`src/rtl/core/b64sd_pkg.sv`:
```
// shared types, constants and the character map of the base64url decoder
`timescale 1ns / 1ps

package b64sd_pkg;

    localparam int MaxResults = 3;
    localparam int QueueDepth = 8;
    localparam int QPtrW      = $clog2(QueueDepth);
    localparam int QCntW      = $clog2(QueueDepth + 1);
    localparam int CntW       = $clog2(MaxResults + 1);

    typedef struct packed {
        logic [7:0] in_char;
        logic       end_of_message;
    } t_in_word;

    typedef struct packed {
        logic [7:0] out_byte;
        logic       byte_valid;
        logic       run_end;
        logic       message_end;
    } t_result;

    typedef struct packed {
        logic [CntW-1:0]             num;
        t_result [MaxResults-1:0]    res;
    } t_group;

    // returns {miss, sextet}; miss is set for bytes outside the alphabet
    function automatic logic [6:0] map_char(input logic [7:0] c);
        logic [7:0] d;
        logic       miss;
        d    = 8'd0;
        miss = 1'b0;
        if (c >= 8'h41 && c <= 8'h5A) begin
            d = c - 8'h41;
        end else if (c >= 8'h61 && c <= 8'h7A) begin
            d = c - 8'h47;
        end else if (c >= 8'h30 && c <= 8'h39) begin
            d = c + 8'h04;
        end else if (c == 8'h2D) begin
            d = 8'd62;
        end else if (c == 8'h5F) begin
            d = 8'd63;
        end else begin
            miss = 1'b1;
        end
        return {miss, d[5:0]};
    endfunction

endpackage

```
`src/rtl/core/b64sd_if.sv`:
```
// valid/ready channel interfaces for the character input and the byte output
`timescale 1ns / 1ps

interface b64sd_in_if;
    logic       valid;
    logic       ready;
    logic [7:0] in_char;
    logic       end_of_message;

    modport source (output valid, output in_char, output end_of_message, input ready);
    modport sink   (input valid, input in_char, input end_of_message, output ready);
endinterface

interface b64sd_out_if;
    logic       valid;
    logic       ready;
    logic [7:0] out_byte;
    logic       byte_valid;
    logic       run_end;
    logic       message_end;

    modport source (output valid, output out_byte, output byte_valid, output run_end,
                    output message_end, input ready);
    modport sink   (input valid, input out_byte, input byte_valid, input run_end,
                    input message_end, output ready);
endinterface

```
`src/rtl/core/base64url_stream_decoder_unit.sv`:
```
// top level of the base64url stream decoder
`timescale 1ns / 1ps
//
// usage
// - i_in carries one character word per handshake: the raw byte and an
//   end-of-message flag; bytes outside the url-safe alphabet, padding included,
//   are dropped, but a flagged one still closes the message
// - o_out carries one result word per handshake: a decoded byte with
//   byte_valid set, or a bare end marker with byte_valid clear
// - run_end marks the last result caused by one character, message_end the
//   last result of the message
// - a taken character is held in the input register until the queue has room
//   for a whole group; its results are then written into the result queue,
//   from which the first of them shows on o_out
// - throughput is one character per cycle while the queue has room, and one
//   output byte per cycle while not stalled; four characters give three bytes
// - the input stalls only while the eight-entry queue has fewer than three
//   free slots, which a stalled receiver causes
// - reset empties the queue and the input register and clears the gathered
//   sextets; o_out.valid is low after reset
//
module base64url_stream_decoder_unit (
    input  logic               i_clk,
    input  logic               i_rst_n,
    b64sd_in_if.sink           i_in,
    b64sd_out_if.source        o_out
);
    import b64sd_pkg::*;

    t_in_word in_word;
    t_in_word dec_word;
    t_group   group;
    t_result  res;
    logic     fire;
    logic     room;
    logic     in_ready;
    logic     out_valid;

    // pack the input channel payload
    assign in_word.in_char        = i_in.in_char;
    assign in_word.end_of_message = i_in.end_of_message;
    assign i_in.ready             = in_ready;

    // input register, advances when the queue has room for a whole group
    b64sd_in_reg u_in_reg (
        .i_clk   (i_clk),
        .i_rst_n (i_rst_n),
        .i_valid (i_in.valid),
        .o_ready (in_ready),
        .i_word  (in_word),
        .i_room  (room),
        .o_fire  (fire),
        .o_word  (dec_word)
    );

    // sextet gathering and byte forming
    b64sd_decode u_decode (
        .i_clk   (i_clk),
        .i_rst_n (i_rst_n),
        .i_fire  (fire),
        .i_word  (dec_word),
        .o_group (group)
    );

    // result register file and output serializer
    b64sd_res_queue u_queue (
        .i_clk    (i_clk),
        .i_rst_n  (i_rst_n),
        .i_push   (fire),
        .i_group  (group),
        .o_room   (room),
        .o_valid  (out_valid),
        .i_ready  (o_out.ready),
        .o_result (res)
    );

    // unpack the output word
    assign o_out.valid       = out_valid;
    assign o_out.out_byte    = res.out_byte;
    assign o_out.byte_valid  = res.byte_valid;
    assign o_out.run_end     = res.run_end;
    assign o_out.message_end = res.message_end;

endmodule

```
`src/rtl/core/b64sd_in_reg.sv`:
```
// input register that holds one character word until the decoder takes it
`timescale 1ns / 1ps

module b64sd_in_reg (
    input  logic                i_clk,
    input  logic                i_rst_n,
    input  logic                i_valid,
    output logic                o_ready,
    input  b64sd_pkg::t_in_word i_word,
    input  logic                i_room,
    output logic                o_fire,
    output b64sd_pkg::t_in_word o_word
);
    import b64sd_pkg::*;

    logic     r_valid;
    t_in_word r_word;

    assign o_fire  = r_valid && i_room;
    assign o_ready = !r_valid || i_room;
    assign o_word  = r_word;

    always_ff @(posedge i_clk) begin
        if (!i_rst_n) begin
            r_valid <= 1'b0;
        end else if (i_valid && o_ready) begin
            r_valid <= 1'b1;
        end else if (o_fire) begin
            r_valid <= 1'b0;
        end
    end

    always_ff @(posedge i_clk) begin
        if (i_valid && o_ready) begin
            r_word <= i_word;
        end
    end

endmodule

```
`src/rtl/core/b64sd_decode.sv`:
```
// sextet gathering state and the logic that forms the result group of one word
`timescale 1ns / 1ps

module b64sd_decode (
    input  logic                i_clk,
    input  logic                i_rst_n,
    input  logic                i_fire,
    input  b64sd_pkg::t_in_word i_word,
    output b64sd_pkg::t_group   o_group
);
    import b64sd_pkg::*;

    logic [1:0]  r_sc;
    logic [17:0] r_hs;
    logic [1:0]  n_sc;
    logic [17:0] n_hs;
    logic [6:0]  map;
    logic [5:0]  v;
    t_group      g;

    function automatic t_result data_res(input logic [7:0] b);
        t_result r;
        r            = '0;
        r.out_byte   = b;
        r.byte_valid = 1'b1;
        return r;
    endfunction

    always_comb begin
        map  = map_char(i_word.in_char);
        v    = map[5:0];
        g    = '0;
        n_sc = r_sc;
        n_hs = r_hs;

        if (!map[6]) begin
            if (r_sc == 2'd3) begin
                g.res[0] = data_res({r_hs[17:12], r_hs[11:10]});
                g.res[1] = data_res({r_hs[9:6], r_hs[5:2]});
                g.res[2] = data_res({r_hs[1:0], v});
                g.num    = CntW'(3);
                n_sc     = 2'd0;
                n_hs     = 18'd0;
            end else begin
                n_hs = {r_hs[11:0], v};
                n_sc = r_sc + 2'd1;
            end
        end

        if (i_word.end_of_message) begin
            if (n_sc == 2'd3) begin
                g.res[0] = data_res({n_hs[17:12], n_hs[11:10]});
                g.res[1] = data_res({n_hs[9:6], n_hs[5:2]});
                g.num    = CntW'(2);
            end else if (n_sc == 2'd2) begin
                g.res[0] = data_res({n_hs[11:6], n_hs[5:4]});
                g.num    = CntW'(1);
            end
            // nothing released: a bare end marker
            if (g.num == '0) begin
                g.res[0] = '0;
                g.num    = CntW'(1);
            end
            g.res[g.num - CntW'(1)].message_end = 1'b1;
            n_sc = 2'd0;
            n_hs = 18'd0;
        end

        if (g.num != '0) begin
            g.res[g.num - CntW'(1)].run_end = 1'b1;
        end
    end

    assign o_group = g;

    always_ff @(posedge i_clk) begin
        if (!i_rst_n) begin
            r_sc <= 2'd0;
            r_hs <= 18'd0;
        end else if (i_fire) begin
            r_sc <= n_sc;
            r_hs <= n_hs;
        end
    end

endmodule

```
`src/rtl/core/b64sd_res_queue.sv`:
```
// result queue that takes up to three results a cycle and hands out one
`timescale 1ns / 1ps

module b64sd_res_queue (
    input  logic               i_clk,
    input  logic               i_rst_n,
    input  logic               i_push,
    input  b64sd_pkg::t_group  i_group,
    output logic               o_room,
    output logic               o_valid,
    input  logic               i_ready,
    output b64sd_pkg::t_result o_result
);
    import b64sd_pkg::*;

    t_result          r_mem [QueueDepth];
    logic [QPtrW-1:0] r_wr;
    logic [QPtrW-1:0] r_rd;
    logic [QCntW-1:0] r_cnt;
    logic [QCntW-1:0] push_n;
    logic             pop;

    assign o_valid  = (r_cnt != '0);
    assign o_result = r_mem[r_rd];
    assign pop      = o_valid && i_ready;
    assign push_n   = i_push ? QCntW'(i_group.num) : '0;
    // room for a full group before it is formed
    assign o_room   = (r_cnt <= QCntW'(QueueDepth - MaxResults));

    always_ff @(posedge i_clk) begin
        if (!i_rst_n) begin
            r_wr  <= '0;
            r_rd  <= '0;
            r_cnt <= '0;
        end else begin
            r_wr  <= r_wr + QPtrW'(push_n);
            r_rd  <= r_rd + QPtrW'(pop);
            r_cnt <= r_cnt + push_n - QCntW'(pop);
        end
    end

    always_ff @(posedge i_clk) begin
        for (int k = 0; k < MaxResults; k++) begin
            if (i_push && (k < int'(i_group.num))) begin
                r_mem[r_wr + QPtrW'(k)] <= i_group.res[k];
            end
        end
    end

endmodule

```
`src/flat_wrapper.sv`:
```
// flat-port wrapper written by rule: the top's interface ports become plain ports
module base64url_stream_decoder_unit_flat import b64sd_pkg::*;
  (i_clk, i_rst_n, i_in_valid, i_in_in_char, i_in_end_of_message, i_in_ready, o_out_valid, o_out_out_byte, o_out_byte_valid, o_out_run_end, o_out_message_end, o_out_ready);
  b64sd_in_if i_in_i ();
  b64sd_out_if o_out_i ();
  input  logic i_clk;
  input  logic i_rst_n;
  input wire logic [$bits(i_in_i.valid)-1:0] i_in_valid;
  input wire logic [$bits(i_in_i.in_char)-1:0] i_in_in_char;
  input wire logic [$bits(i_in_i.end_of_message)-1:0] i_in_end_of_message;
  output wire logic [$bits(i_in_i.ready)-1:0] i_in_ready;
  output wire logic [$bits(o_out_i.valid)-1:0] o_out_valid;
  output wire logic [$bits(o_out_i.out_byte)-1:0] o_out_out_byte;
  output wire logic [$bits(o_out_i.byte_valid)-1:0] o_out_byte_valid;
  output wire logic [$bits(o_out_i.run_end)-1:0] o_out_run_end;
  output wire logic [$bits(o_out_i.message_end)-1:0] o_out_message_end;
  input wire logic [$bits(o_out_i.ready)-1:0] o_out_ready;
  assign i_in_i.valid = i_in_valid;
  assign i_in_i.in_char = i_in_in_char;
  assign i_in_i.end_of_message = i_in_end_of_message;
  assign i_in_ready = i_in_i.ready;
  assign o_out_valid = o_out_i.valid;
  assign o_out_out_byte = o_out_i.out_byte;
  assign o_out_byte_valid = o_out_i.byte_valid;
  assign o_out_run_end = o_out_i.run_end;
  assign o_out_message_end = o_out_i.message_end;
  assign o_out_i.ready = o_out_ready;
  base64url_stream_decoder_unit u_core (.i_clk(i_clk), .i_rst_n(i_rst_n), .i_in(i_in_i), .o_out(o_out_i));
endmodule
```
`config.mk`:
```
export PLATFORM = sky130hd
export DESIGN_NAME = base64url_stream_decoder_unit_flat
export DESIGN_NICKNAME = d
export VERILOG_FILES = /design/src/rtl/core/b64sd_pkg.sv /design/src/rtl/core/b64sd_if.sv /design/src/rtl/core/base64url_stream_decoder_unit.sv /design/src/rtl/core/b64sd_in_reg.sv /design/src/rtl/core/b64sd_decode.sv /design/src/rtl/core/b64sd_res_queue.sv /design/src/flat_wrapper.sv
export SDC_FILE = /design/constraint.sdc
export NUM_CORES = 1
export LEC_CHECK = 0
export BUFFER_PORTS_ARGS = -buffer_cell sky130_fd_sc_hd__clkbuf_2
export CAP_MARGIN = 15
export CORE_MARGIN = 4
export CORE_UTILIZATION = 40
export CTS_BUF_LIST = sky130_fd_sc_hd__clkbuf_8
export CTS_CLUSTER_SIZE = 40
export DETAILED_ROUTE_END_ITERATION = 10
export GPL_ROUTABILITY_DRIVEN = 0
export MAX_ROUTING_LAYER = met4
export PLACE_DENSITY = 0.64
export SYNTH_ARGS = -nofsm -noshare
export SYNTH_HDL_FRONTEND = slang
export SYNTH_SLANG_ARGS = --single-unit
```
`constraint.sdc`:
```
create_clock -name i_clk -period 6.5 [get_ports i_clk]
set_input_delay 0.975 -clock i_clk [delete_from_list [all_inputs] [get_ports i_clk]]
set_output_delay 0.975 -clock i_clk [all_outputs]
set_load 0.01 [all_outputs]
```
==> results.json <==
{
  "yosysSeqAreaShare_pct": 43.7,
  "hold_buffers": 0,
  "cts_htree_levels": 4,
  "nNetsFinal": 849,
  "cts_post_setup_buffers_inserted": 0,
  "maxSlewHeadroom_pct": 19.6,
  "drv.max_cap_violation_count": 0,
  "cp_data_required_time_ns": 6.76,
  "vdd_ir_drop_max_uv": 132,
  "critical_path.startpoint": "u_core.u_in_reg.o_word[3]$_DFFE_PP_",
  "detailed_place_hpwl_um": 16800,
  "slew_viol_final": 0,
  "cts.repair.resized": 0,
  "min-delay-start": "u_core.u_in_reg.r_valid$_SDFFE_PN0P_",
  "input_output_buffers": 25,
  "final_hold_viol_count": 0,
  "num-fill-cells": 1889,
  "layout.cells.most_common_list": "sky130_fd_sc_hd__edfxtp_1 (97), sky130_fd_sc_hd__nand2_1 (90), sky130_fd_sc_hd__o21ai_0 (51)",
  "clock_tree_from_tritoncts": "built",
  "average_footprint_of_a_synthesized_cell_sq_um": 10.0,
  "stdcell_area_sq_um": 8860,
  "die_x_um": 150,
  "globalRouteOverflowTotal": 0,
  "post-place-cells": 1057,
  "die_h_um": 150,
  "reg2reg_from": "u_core.u_in_reg.o_word[3]$_DFFE_PP_",
  "cp_startpoint_kind": "flip-flop",
  "worstMarginPinSlew_ns": 1.20,
  "first_pass_iters": 7,
  "timing.hold.worst.class": "flip-flop to flip-flop",
  "synth-main-ff-cell": "sky130_fd_sc_hd__edfxtp_1",
  "period_minus_slack_ns": 4.65,
  "crit_type": "flip-flop to flip-flop",
  "status": "finished, final reports clean",
  "num_vias": 6807,
  "share_of_the_clock_period_used_by_the_worst_path_after_layout_pct": 71.6,
  "critical_path.max_fanout": 18,
  "cts_root_buf": "sky130_fd_sc_hd__clkbuf_8",
  "final.setup.tns_ns": 0,
  "boundaryPins": 26,
  "synth.distinct_cells": 77,
  "routed_wl_um": 24200,
  "pre_cts_ws_ns": 1.98,
  "postSynthCellCount": 808,
  "final_setup_viols": 0,
  "leakagePower_nw": 3.23,
  "r2r.worst_path.cells": 11,
  "drt.antenna.violating_nets": 0,
  "synth_fp_nets": 844,
  "clock_sink_count": 128,
  "floorplan.initialDensity_pct": 41.1,
  "fin_cells": 1092,
  "clkSlewWorstSetupHoldPaths_ns": 0.09,
  "final_util_pct": 45.1,
  "synthToLayoutAreaGrowth_pct": 9.71,
  "rsz_0062_raised_after_global_routing": "no",
  "synth-async-reset-ratio_pct": 0,
  "cts_inserted_buffers": 17,
  "floorplan.rows": 51,
  "critical_path.endpoint_type": "flip-flop",
  "grt_max_degree": 32,
  "final.setup_skew_ns": 0.0144,
  "detailed_place.area_sq_um": 8420,
  "grt_antenna_before_repair": 2,
  "dieArea_sq_um": 22500,
  "layout.cells.most_common": "sky130_fd_sc_hd__edfxtp_1",
  "report.power.total_mw": 2.23,
  "detail_route.wl_per_cell_um": 22.2,
  "data_arrival_time_at_the_worst_slack_endpoint_ns": 4.91,
  "pwr_density_cell_nw_per_um2": 252,
  "final.setup.worst_slack_ns": 1.85,
  "synth_enable_flop_cells": 97,
  "grt_usage_pct": 22.7,
  "hold_slack_ns": 0.512,
  "fp.coreArea_sq_um": 19700,
  "drive_gt1_share_pct": 15.6,
  "first_global_vias": 6233,
  "average_via_count_per_standard_cell": 6.23,
  "post-route-drc-count": 0,
  "ctsLongestPathBuffers": 2,
  "hold_path_depth": 2,
  "mappedNetlistArea_sq_um": 8080,
  "count_of_yosys_warnings_during_synthesis": 0,
  "grt_pass1_wl_um": 37700,
  "drt_first_iter_violations": 1101,
  "synth-seq-cells": 128,
  "clock_insertion_delay_at_the_later_pin_of_the_skew_report_ns": 0.46,
  "max_clock_freq_mhz": 215
}
==> cells by family (layout without fill, tap and decap cells) <==
kind of cell             Yosys count  in the layout  share of synthesized area, %
XOR/XNOR                           6              6                         0.651
flip-flops                       128            128                          43.7
other                              0              2                             0
adder cells (fa/ha/maj)           23             23                          3.75
multiplexers                      62             62                          11.3
buffers and inverters             80             97                          3.98
AND/OR/NAND/NOR                  281            281                          17.9
AO/OA/AOI/OAI                    228            228                          18.7
==> layer usage <==
metal  up-vias  wire length [um]  GRT usage [%]
met2       420             10700           33.1
met5         -                 0              -
met3        60              2570           5.30
li1       3095                 -              -
met1      3232             10200           31.8
met4         0               668           6.54
==> sequential cells by signal, summed over array words and instances, names as in the netlist <==
| register | cells |
|---|---|
| u_core.u_decode.r_hs | 18 |
| u_core.u_decode.r_sc | 2 |
| u_core.u_in_reg.o_word | 9 |
| u_core.u_in_reg.r_valid | 1 |
| u_core.u_queue.r_cnt | 4 |
| u_core.u_queue.r_mem | 88 |
| u_core.u_queue.r_rd | 3 |
| u_core.u_queue.r_wr | 3 |
==> synthesized netlist by cell type, drive strengths merged, types with 9 or more instances <==
cell type | number | area, sq um
edfxtp | 97 | 2910
nand2 | 90 | 338
o21ai | 59 | 299
nor2 | 47 | 176
clkbuf | 41 | 155
a21oi | 40 | 204
dfxtp | 31 | 621
o22ai | 31 | 194
nor3 | 29 | 171
mux2i | 27 | 270
inv | 26 | 97.6
nor2b | 24 | 150
mux4 | 22 | 495
nand3 | 22 | 110
ha | 21 | 263
a22oi | 18 | 135
and2 | 17 | 106
buf | 13 | 68.8
mux2 | 13 | 146
a31oi | 11 | 83.8
or3 | 11 | 73.8
nand2b | 9 | 56.3
==> worst paths after layout <==
check / to / slack [ns]
max: u_core.u_queue.r_mem[2][5]$_DFFE_PP_ / 1.85
min: u_core.u_in_reg.r_valid$_SDFFE_PN0P_ / 0.51
max reg2reg: u_core.u_queue.r_mem[2][5]$_DFFE_PP_ / 1.85
min reg2reg: u_core.u_in_reg.r_valid$_SDFFE_PN0P_ / 0.51
==> worst max-delay path, cell delays in order (launching register included) <==
cell	delay, ns
sky130_fd_sc_hd__edfxtp_1	0.51
sky130_fd_sc_hd__inv_1	0.21
sky130_fd_sc_hd__ha_1	0.28
sky130_fd_sc_hd__a21oi_1	0.14
sky130_fd_sc_hd__nor3_1	0.40
sky130_fd_sc_hd__nor3_1	0.10
sky130_fd_sc_hd__buf_4	0.20
sky130_fd_sc_hd__nor3_4	0.66
sky130_fd_sc_hd__a21oi_2	0.47
sky130_fd_sc_hd__a32oi_1	0.97
sky130_fd_sc_hd__o21ai_0	0.22
sky130_fd_sc_hd__o22ai_1	0.29
==> where the power goes <==
group / switching [mW] / total, mW / internal (mW)
combinational: 0.307 / 0.543 / 0.236
clock: 0.349 / 0.733 / 0.383
sequential: 0.0345 / 0.953 / 0.919
==> layout make-up <==
cell class              instances  area, sq um  area share [%]
clock buffers                  17          234            2.64
clock inverters                14          179            2.02
diodes                          2         5.00          0.0565
well taps                     265          332            3.74
multi-input cells             600         4240            47.8
repair buffers                 40          245            2.77
flip-flops and latches        128         3530            39.9
inverters                      26         97.6            1.10
Note: power is estimated with default switching activity, not from simulation.
